File: src/hw/rtl/u8dec_pkg.sv
`timescale 1ns / 1ps
// Shared types, constants and helpers of the UTF-8 string decoder.
package u8dec_pkg;

  localparam int COUNT_BITS_DEF = 16;
  localparam int QUEUE_DEPTH    = 2;

  localparam logic [1:0] ST_CHAR   = 2'd0;
  localparam logic [1:0] ST_END    = 2'd1;
  localparam logic [1:0] ST_REJECT = 2'd2;

  localparam logic [20:0] SURR_LO = 21'h00D800;
  localparam logic [20:0] SURR_HI = 21'h00DFFF;
  localparam logic [20:0] REPL_CP = 21'h00FFFD;

  // Byte after classification by the front end.
  typedef struct packed {
    logic [7:0] data;
    logic       start;
    logic       is_zero;
    logic       is_cont;
    logic [2:0] lead_len;   // 0 when the byte cannot start a sequence
    logic [6:0] lead_bits;
  } class_t;

  typedef struct packed {
    logic [20:0] code_point;
    logic [1:0]  status;
    logic [15:0] char_count;
    logic        last;
  } result_t;

  function automatic logic [20:0] seq_min(input logic [2:0] len);
    logic [20:0] v;
    case (len)
      3'd2:    v = 21'h000080;
      3'd3:    v = 21'h000800;
      3'd4:    v = 21'h010000;
      default: v = 21'h000000;
    endcase
    return v;
  endfunction

  function automatic logic [20:0] seq_max(input logic [2:0] len);
    logic [20:0] v;
    case (len)
      3'd1:    v = 21'h00007F;
      3'd2:    v = 21'h0007FF;
      3'd3:    v = 21'h00FFFF;
      3'd4:    v = 21'h10FFFF;
      default: v = 21'h000000;
    endcase
    return v;
  endfunction

endpackage

File: src/hw/rtl/utf8_string_decoder.sv
`timescale 1ns / 1ps
// Top level of the UTF-8 string decoder.
// Input side is a queue write port: a byte transaction completes when push is
// high and full is low; string_start marks the first byte of a new string.
// Result side is a queue read port: the oldest result sits on code_point,
// status, char_count and last while empty is low, and leaves on pop.
// The cfg channel writes the character limit (cfg_valid with cfg_ready,
// which is always high); write it only while the block is idle.
// An accepted byte is classified and written into a 2-entry queue; the back
// end decodes it from the queue head while the result queue has room and
// writes its result (if any) into the 2-entry result queue read by the ports.
// One byte per cycle is sustained with no gap while results are popped.
// When the receiver stops popping, the 2-entry result queue fills, the back
// end halts, then the input queue fills and full rises; nothing is dropped.
// Reset empties both queues, clears the sequence state, count and limit.
module utf8_string_decoder #(
  parameter int COUNT_BITS = u8dec_pkg::COUNT_BITS_DEF
) (
  input  logic        clk,
  input  logic        rst,
  input  logic        push,
  output logic        full,
  input  logic [7:0]  in_byte,
  input  logic        string_start,
  output logic        empty,
  input  logic        pop,
  output logic [20:0] code_point,
  output logic [1:0]  status,
  output logic [15:0] char_count,
  output logic        last,
  input  logic        cfg_valid,
  output logic        cfg_ready,
  input  logic [15:0] cfg_data
);

  localparam int CW = $bits(u8dec_pkg::class_t);
  localparam int RW = $bits(u8dec_pkg::result_t);

  u8dec_pkg::class_t  f_data;
  u8dec_pkg::class_t  q_data;
  u8dec_pkg::result_t r_wr;
  u8dec_pkg::result_t r_rd;
  logic               f_push;
  logic               q_full;
  logic               q_empty;
  logic               q_pop;
  logic               r_push;
  logic               r_full;

  assign cfg_ready = 1'b1;

  u8dec_front u_front (
    .push         (push),
    .in_byte      (in_byte),
    .string_start (string_start),
    .q_full       (q_full),
    .full         (full),
    .q_push       (f_push),
    .q_data       (f_data)
  );

  u8dec_fifo #(
    .WIDTH (CW),
    .DEPTH (u8dec_pkg::QUEUE_DEPTH)
  ) u_class_q (
    .clk     (clk),
    .rst     (rst),
    .push    (f_push),
    .wr_data (f_data),
    .full    (q_full),
    .pop     (q_pop),
    .rd_data (q_data),
    .empty   (q_empty)
  );

  u8dec_back #(
    .COUNT_BITS (COUNT_BITS)
  ) u_back (
    .clk       (clk),
    .rst       (rst),
    .cfg_valid (cfg_valid && cfg_ready),
    .cfg_data  (cfg_data),
    .q_empty   (q_empty),
    .q_data    (q_data),
    .q_pop     (q_pop),
    .r_full    (r_full),
    .r_push    (r_push),
    .r_data    (r_wr)
  );

  u8dec_fifo #(
    .WIDTH (RW),
    .DEPTH (u8dec_pkg::QUEUE_DEPTH)
  ) u_result_q (
    .clk     (clk),
    .rst     (rst),
    .push    (r_push),
    .wr_data (r_wr),
    .full    (r_full),
    .pop     (pop),
    .rd_data (r_rd),
    .empty   (empty)
  );

  assign code_point = r_rd.code_point;
  assign status     = r_rd.status;
  assign char_count = r_rd.char_count;
  assign last       = r_rd.last;

endmodule

File: src/hw/rtl/u8dec_fifo.sv
`timescale 1ns / 1ps
// Small register-based queue with push/full and pop/empty sides.
module u8dec_fifo #(
  parameter int WIDTH = 8,
  parameter int DEPTH = 2
) (
  input  logic             clk,
  input  logic             rst,
  input  logic             push,
  input  logic [WIDTH-1:0] wr_data,
  output logic             full,
  input  logic             pop,
  output logic [WIDTH-1:0] rd_data,
  output logic             empty
);

  localparam int AW = (DEPTH > 1) ? $clog2(DEPTH) : 1;
  localparam int CW = $clog2(DEPTH + 1);

  logic [WIDTH-1:0] mem [DEPTH];
  logic [AW-1:0]    wr_ptr;
  logic [AW-1:0]    rd_ptr;
  logic [CW-1:0]    count;
  logic             do_push;
  logic             do_pop;

  assign full    = (count == CW'(DEPTH));
  assign empty   = (count == '0);
  assign do_push = push && !full;
  assign do_pop  = pop && !empty;
  assign rd_data = mem[rd_ptr];

  always_ff @(posedge clk) begin
    if (rst) begin
      wr_ptr <= '0;
      rd_ptr <= '0;
      count  <= '0;
    end else begin
      if (do_push) begin
        wr_ptr <= (wr_ptr == AW'(DEPTH - 1)) ? '0 : wr_ptr + 1'b1;
      end
      if (do_pop) begin
        rd_ptr <= (rd_ptr == AW'(DEPTH - 1)) ? '0 : rd_ptr + 1'b1;
      end
      if (do_push && !do_pop) begin
        count <= count + 1'b1;
      end else if (do_pop && !do_push) begin
        count <= count - 1'b1;
      end
    end
  end

  always_ff @(posedge clk) begin
    if (do_push) begin
      mem[wr_ptr] <= wr_data;
    end
  end

endmodule

File: src/hw/rtl/u8dec_front.sv
`timescale 1ns / 1ps
// Front end: takes input bytes and classifies them for the decode stage.
module u8dec_front (
  input  logic               push,
  input  logic [7:0]         in_byte,
  input  logic               string_start,
  input  logic               q_full,
  output logic               full,
  output logic               q_push,
  output u8dec_pkg::class_t  q_data
);

  assign full   = q_full;
  assign q_push = push && !q_full;

  always_comb begin
    q_data.data      = in_byte;
    q_data.start     = string_start;
    q_data.is_zero   = (in_byte == 8'h00);
    q_data.is_cont   = (in_byte[7:6] == 2'b10);
    q_data.lead_len  = 3'd0;
    q_data.lead_bits = 7'd0;
    if (!in_byte[7]) begin
      q_data.lead_len  = 3'd1;
      q_data.lead_bits = in_byte[6:0];
    end else if (in_byte[7:5] == 3'b110) begin
      q_data.lead_len  = 3'd2;
      q_data.lead_bits = {2'b00, in_byte[4:0]};
    end else if (in_byte[7:4] == 4'b1110) begin
      q_data.lead_len  = 3'd3;
      q_data.lead_bits = {3'b000, in_byte[3:0]};
    end else if (in_byte[7:3] == 5'b11110) begin
      q_data.lead_len  = 3'd4;
      q_data.lead_bits = {4'b0000, in_byte[2:0]};
    end
  end

endmodule

File: src/hw/rtl/u8dec_back.sv
`timescale 1ns / 1ps
// Back end: sequence state, validation, character count and result build.
module u8dec_back #(
  parameter int COUNT_BITS = u8dec_pkg::COUNT_BITS_DEF
) (
  input  logic               clk,
  input  logic               rst,
  input  logic               cfg_valid,
  input  logic [15:0]        cfg_data,
  input  logic               q_empty,
  input  u8dec_pkg::class_t  q_data,
  output logic               q_pop,
  input  logic               r_full,
  output logic               r_push,
  output u8dec_pkg::result_t r_data
);

  localparam int CMP_W = (COUNT_BITS > 16) ? COUNT_BITS : 16;

  logic [15:0]           max_chars;
  logic [20:0]           acc;
  logic [2:0]            seq_len;
  logic [1:0]            rem;
  logic [COUNT_BITS-1:0] count;
  logic                  stopped;

  logic [20:0]           acc_next;
  logic [2:0]            seq_len_next;
  logic [1:0]            rem_next;
  logic [COUNT_BITS-1:0] count_next;
  logic                  stopped_next;

  logic                  take;
  logic                  emit;
  logic [20:0]           res_cp;
  logic [1:0]            res_status;
  logic                  res_last;
  logic                  do_finish;
  logic                  limit_met;
  logic [CMP_W-1:0]      cnt_ext;

  assign take  = !q_empty && !r_full;
  assign q_pop = take;

  always_comb begin
    acc_next     = acc;
    seq_len_next = seq_len;
    rem_next     = rem;
    count_next   = count;
    stopped_next = stopped;
    emit         = 1'b0;
    res_cp       = '0;
    res_status   = u8dec_pkg::ST_CHAR;
    res_last     = 1'b0;
    do_finish    = 1'b0;
    limit_met    = 1'b0;
    if (take) begin
      if (q_data.start) begin
        acc_next     = '0;
        seq_len_next = '0;
        rem_next     = '0;
        count_next   = '0;
        stopped_next = 1'b0;
      end
      if (!stopped_next) begin
        limit_met = (max_chars != 16'd0) &&
                    (CMP_W'(count_next) >= CMP_W'(max_chars));
        if (rem_next != 2'd0) begin
          if (!q_data.is_cont) begin
            emit       = 1'b1;
            res_status = u8dec_pkg::ST_REJECT;
            res_last   = 1'b1;
          end else begin
            acc_next  = {acc_next[14:0], q_data.data[5:0]};
            rem_next  = rem_next - 2'd1;
            do_finish = (rem_next == 2'd0);
          end
        end else if (limit_met || q_data.is_zero) begin
          emit       = 1'b1;
          res_status = u8dec_pkg::ST_END;
          res_last   = 1'b1;
        end else if (q_data.lead_len == 3'd0) begin
          emit       = 1'b1;
          res_status = u8dec_pkg::ST_REJECT;
          res_last   = 1'b1;
        end else begin
          acc_next     = {14'd0, q_data.lead_bits};
          seq_len_next = q_data.lead_len;
          rem_next     = 2'(q_data.lead_len - 3'd1);
          do_finish    = (rem_next == 2'd0);
        end
        if (do_finish) begin
          emit = 1'b1;
          if (acc_next < u8dec_pkg::seq_min(seq_len_next) ||
              acc_next > u8dec_pkg::seq_max(seq_len_next) ||
              (acc_next >= u8dec_pkg::SURR_LO && acc_next <= u8dec_pkg::SURR_HI) ||
              acc_next == u8dec_pkg::REPL_CP) begin
            res_status = u8dec_pkg::ST_REJECT;
            res_last   = 1'b1;
          end else begin
            if (!(&count_next)) begin
              count_next = count_next + 1'b1;
            end
            res_cp       = acc_next;
            res_status   = u8dec_pkg::ST_CHAR;
            res_last     = (max_chars != 16'd0) &&
                           (CMP_W'(count_next) >= CMP_W'(max_chars));
            acc_next     = '0;
            seq_len_next = '0;
            rem_next     = '0;
          end
        end
        if (emit && res_last) begin
          stopped_next = 1'b1;
          acc_next     = '0;
          seq_len_next = '0;
          rem_next     = '0;
        end
      end
    end
  end

  assign cnt_ext = CMP_W'(count_next);
  assign r_push  = emit;

  always_comb begin
    r_data.code_point = res_cp;
    r_data.status     = res_status;
    r_data.last       = res_last;
    r_data.char_count = (cnt_ext > CMP_W'(16'hFFFF)) ? 16'hFFFF : cnt_ext[15:0];
  end

  always_ff @(posedge clk) begin
    if (rst) begin
      max_chars <= '0;
      acc       <= '0;
      seq_len   <= '0;
      rem       <= '0;
      count     <= '0;
      stopped   <= 1'b0;
    end else begin
      if (cfg_valid) begin
        max_chars <= cfg_data;
      end
      acc     <= acc_next;
      seq_len <= seq_len_next;
      rem     <= rem_next;
      count   <= count_next;
      stopped <= stopped_next;
    end
  end

endmodule

File: config.mk
export PLATFORM = sky130hd
export DESIGN_NAME = utf8_string_decoder
export DESIGN_NICKNAME = d
export VERILOG_FILES = /design/src/hw/rtl/u8dec_pkg.sv /design/src/hw/rtl/utf8_string_decoder.sv /design/src/hw/rtl/u8dec_fifo.sv /design/src/hw/rtl/u8dec_front.sv /design/src/hw/rtl/u8dec_back.sv
export SDC_FILE = /design/constraint.sdc
export NUM_CORES = 1
export LEC_CHECK = 0
export BUFFER_PORTS_ARGS = -buffer_cell sky130_fd_sc_hd__buf_2
export CORE_MARGIN = 10
export CORE_UTILIZATION = 25
export DETAILED_ROUTE_END_ITERATION = 16
export PLACE_DENSITY = 0.51
export SLEW_MARGIN = 20
export SYNTH_ARGS = -nofsm -noshare
export SYNTH_HDL_FRONTEND = slang
export SYNTH_SLANG_ARGS = --single-unit
File: constraint.sdc
create_clock -name clk -period 8.65 [get_ports clk]
set_input_delay 0.865 -clock clk [delete_from_list [all_inputs] [get_ports clk]]
set_output_delay 0.865 -clock clk [all_outputs]
set_load 0.05 [all_outputs]
==> key figures <==
Run
  – Max-cap violation count: 0

Cells and area
  – Fill count: 4,160
  – Area growth syn-to-layout: 15.5%
  – Layout net count: 1,112
  – Share of layout cells above drive strength 1: 18.5%

Floorplanning
  – Die Span X: 222 um
  – Core area: 0.0400 mm2
  – I/O Pins: 73
  – Die ar.: 0.0492 mm2
  – Die Ht: 222 um
  – # rows: 73
  – Initial Utilization: 25.4%

Routing
  – Routed via count: 7,587
  – Avg WL per Cell: 17.7 um
  – Vias/cell: 4.84
  – DR pass1 iterations: 5
  – Number of DRC markers in iteration 0: 656
  – Post-Route WL: 27,700 um
  – Remaining DRCs: 0
  – Antenna Nets Post-Route: 0

Setup path
  – Worst Reg-to-Reg Cells: 23
  – Worst reg-to-reg setup slack: 1370 ps
  – Crit-path max FO: 26
  – Cell family with most CP delay: compound AO/OA/AOI/OAI gates
  – WP data required: 8910 ps
  – Crit-path slowest cell: a211oi_1
  – Worst R2R End: u_result_q.mem[1][5]
  – Crit path DAT: 7540 ps
  – Critical-path cell list: mux2i_4, buf_4, nand2_1, ha_1, nand2b_1, a22oi_1, o22ai_1, a211oi_1, o211ai_1, o21ai_0, nor2b_1, and2_1, a21oi_1, ha_1, a21o_1, a2111oi_0, o221ai_1, a21oi_1, o21ai_0, o21a_1, a2111o_1, nor3_1, mux2i_1
  – WP buf/inv: 1
  – CP Capture Type: flip-flop
  – CP peak stage delay: 770 ps
  – CP startpoint kind: flip-flop
  – Worst setup path category: reg -> reg

Synthesis
  – Seq/Total Area, Yosys: 48.4%
  – Yosys warnings: 0
  – Post-Syn Nets: 1,053
  – Synth Flop Type: edfxtp_1
  – Synth area leaders: edfxtp_1 (35%), dfxtp_1 (14%), ha_1 (6.9%)
  – Mapped Area: 0.0102 mm2
  – Async set-or-reset flop fraction in the synthesized netlist: 0%
  – Synth Register Bits: 187
  – Largest area contributor in the synthesized netlist: edfxtp_1
  – Yosys cell types: 80
  – EDFF count, synth: 118
  – Syn_area_per_cell: 10.5 um2
  – Share of the synthesized area in the top cell type: 34.8%
  – Post-Synthesis Cells: 967

Hold path
  – Hold Path End: u_back.acc[20]
  – Hold depth: 2
  – Hold Crit Class: reg -> reg
  – HP Start: u_back.acc[20]

Clocking
  – Root buf cell: clkbuf_16
  – CTS tree: built
  – Clk_lat worst skew: 450 ps
  – # clock sinks: 187
  – Setup Fix Bufs, Post-CTS: 0
  – Htree depth: 4
  – CTS resizes: 0
  – CTS Hold Bufs: 0
  – Clk slew on worst S/H paths: 80 ps
  – Clock Path Buffers: 2
  – CTS Buf Count: 17

Placement
  – IO buf count: 71
  – Final HPWL DP: 20,300 um
  – Post-placement setup slack: 1550 ps
  – Gpl congestion: 0.877

Global routing
  – Largest net degree at the start of global routing: 75
  – First-pass GRT wire length: 44,400 um
  – Number of global-route vias before repair: 7,462
  – Total track usage: 11.2%
  – Initial antenna violation count: 3
  – Grt total ovfl: 0

STA
  – Final period utilization: 84.2%
  – Max Slew Vio Count: 0
  – Slew HR: 32.0%
  – Final setup violating endpoints: 0
  – Worst-margin pin slew: 1020 ps
  – Tmin final: 7280 ps
  – TNS Setup: 0 ps
  – Skew final: 19.7 ps
  – Highest Clock Rate: 137 MHz
  – RSZ-0062 raised after global routing: no
  – Final hold violation count: 0
  – Worst setup margin: 1370 ps

Power and ir drop
  – PwrDens: 323 mW/mm2
  – Max VDD drop: 0.121 mV
  – Lkg Pwr: 4.50 nW

Status
  – Status: completed
==> stage by stage <==
| step | std cells | utilization, % | total power (W) | hold slack, ps | area (um2) |
|---|---|---|---|---|---|
| final | 1566 | 29.4 | 0.00380 | 452 | 11800 |
| after global routing | 1565 | 29.4 | 0.00403 | 489 | 11700 |
| after CTS | 1564 | 29.4 | 0.00383 | 454 | 11700 |
| after detailed placement | 1532 | 27.8 | 0.00301 | 443 | 11100 |
| after global placement | 1532 | 27.8 | 0.00300 | 442 | 11100 |
| after floorplan | 967 | - | 0.00254 | 432 | 10200 |
==> cell usage after synthesis (20+ instances only) <==
cell / number
edfxtp_1: 118
nand2_1: 80
nor2_1: 77
dfxtp_1: 69
a21oi_1: 57
ha_1: 56
mux2_2: 47
inv_1: 44
nand3_1: 44
mux2i_1: 33
clkbuf_1: 28
and3_1: 20
==> area by class of cell <==
cell class / instances / area [um2] / area share [%]
Sequential cell: 187 / 4930 / 41.9
Antenna cell: 2 / 5.00 / 0.0426
Timing Repair Buffer: 86 / 468 / 3.98
Tap cell: 525 / 657 / 5.59
Clock buffer: 17 / 425 / 3.62
Clock inverter: 15 / 191 / 1.63
Inverter: 44 / 165 / 1.41
Multi-Input combinational cell: 690 / 4910 / 41.8
==> placed cells by master, fill, tap and decap left out, types with 4 or more instances in the layout <==
cell       synthesis  routed
nor2_1            77      76
mux2i_1           33      33
a22oi_1            8       8
or2_2              5       5
or3_1              8       8
a211oi_1           7       7
o31ai_1            7       7
and2_1            11      11
a21oi_1           57      56
a22o_1             4       4
o21ai_0           14      14
edfxtp_1         118     118
dfxtp_1           69      68
nand2_1           80      80
clkinv_8           0       6
a31oi_1            7       7
mux2_2            47      47
xor2_1            16      16
nor4_1            10      10
a32oi_1            4       4
nand3_1           44      44
ha_1              56      56
clkbuf_16          0      17
nand4_1           19      19
buf_4              4      15
nor2b_1           15      15
o31a_1             6       6
nand2b_1           9       9
and3_1            20      19
a21o_1            11      11
inv_1             44      44
o211ai_1           6       6
or4_1              5       5
xnor2_1            8       8
buf_2              3      71
nor3_1            18      17
o21a_1             6       6
o21ai_1            5       5
o22ai_1            5       5
==> worst max path at each step <==
stage,slack (ps),startpoint,depth (start not counted),end
6_report,1370,flip-flop,23,u_result_q.mem[1][5]
5_1_grt,700,flip-flop,23,u_result_q.mem[1][5]
4_1_cts,1480,flip-flop,23,u_result_q.mem[1][5]
3_5_place_dp,1550,flip-flop,23,u_result_q.mem[1][5]
3_3_place_gp,1720,flip-flop,23,u_result_q.mem[0][8]
2_1_floorplan,1520,flip-flop,16,u_result_q.mem[0][0]
==> power by group <==
| group | internal (W) | switching (W) |
|---|---|---|
| logic | 0.000508 | 0.00124 |
| clock network | 0.000396 | 0.000412 |
| registers | 0.00115 | 0.0000891 |
| total | 0.00206 | 0.00174 |
==> tightest hold or removal path, stage by stage (launching register included) <==
cell and delay, ps:
dfxtp_1 310, nand2_1 50, a21oi_1 50
==> registers in the layout, indices dropped and copies added, names as in the netlist, 2 cells and up, named ones only <==
| name | count |
|---|---|
| u_result_q.mem | 80 |
| u_class_q.mem | 38 |
| u_back.acc | 21 |
| u_back.count | 16 |
| u_back.max_chars | 16 |
| u_back.seq_len | 3 |
| u_back.rem | 2 |
| u_class_q.count | 2 |
| u_result_q.count | 2 |
==> routing by layer <==
metal | track usage, % | part of all wire (%)
met1 | 16.8 | 53
met3 | 1.87 | 4.5
met2 | 15.7 | 41
met4 | 3.48 | 1.5
met5 | 0 | 0.069
==> logic make-up after synthesis <==
logic type	Yosys count	share of synthesized area [%]
AO/OA/AOI/OAI	189	13.7
other	1	0.0369
buffers and inverters	90	3.58
flip-flops	187	48.4
AND/OR/NAND/NOR	336	16.4
XOR/XNOR	24	2.07
adder cells (fa/ha/maj)	56	6.89
multiplexers	84	8.92
(Power assumes the default switching activity.)
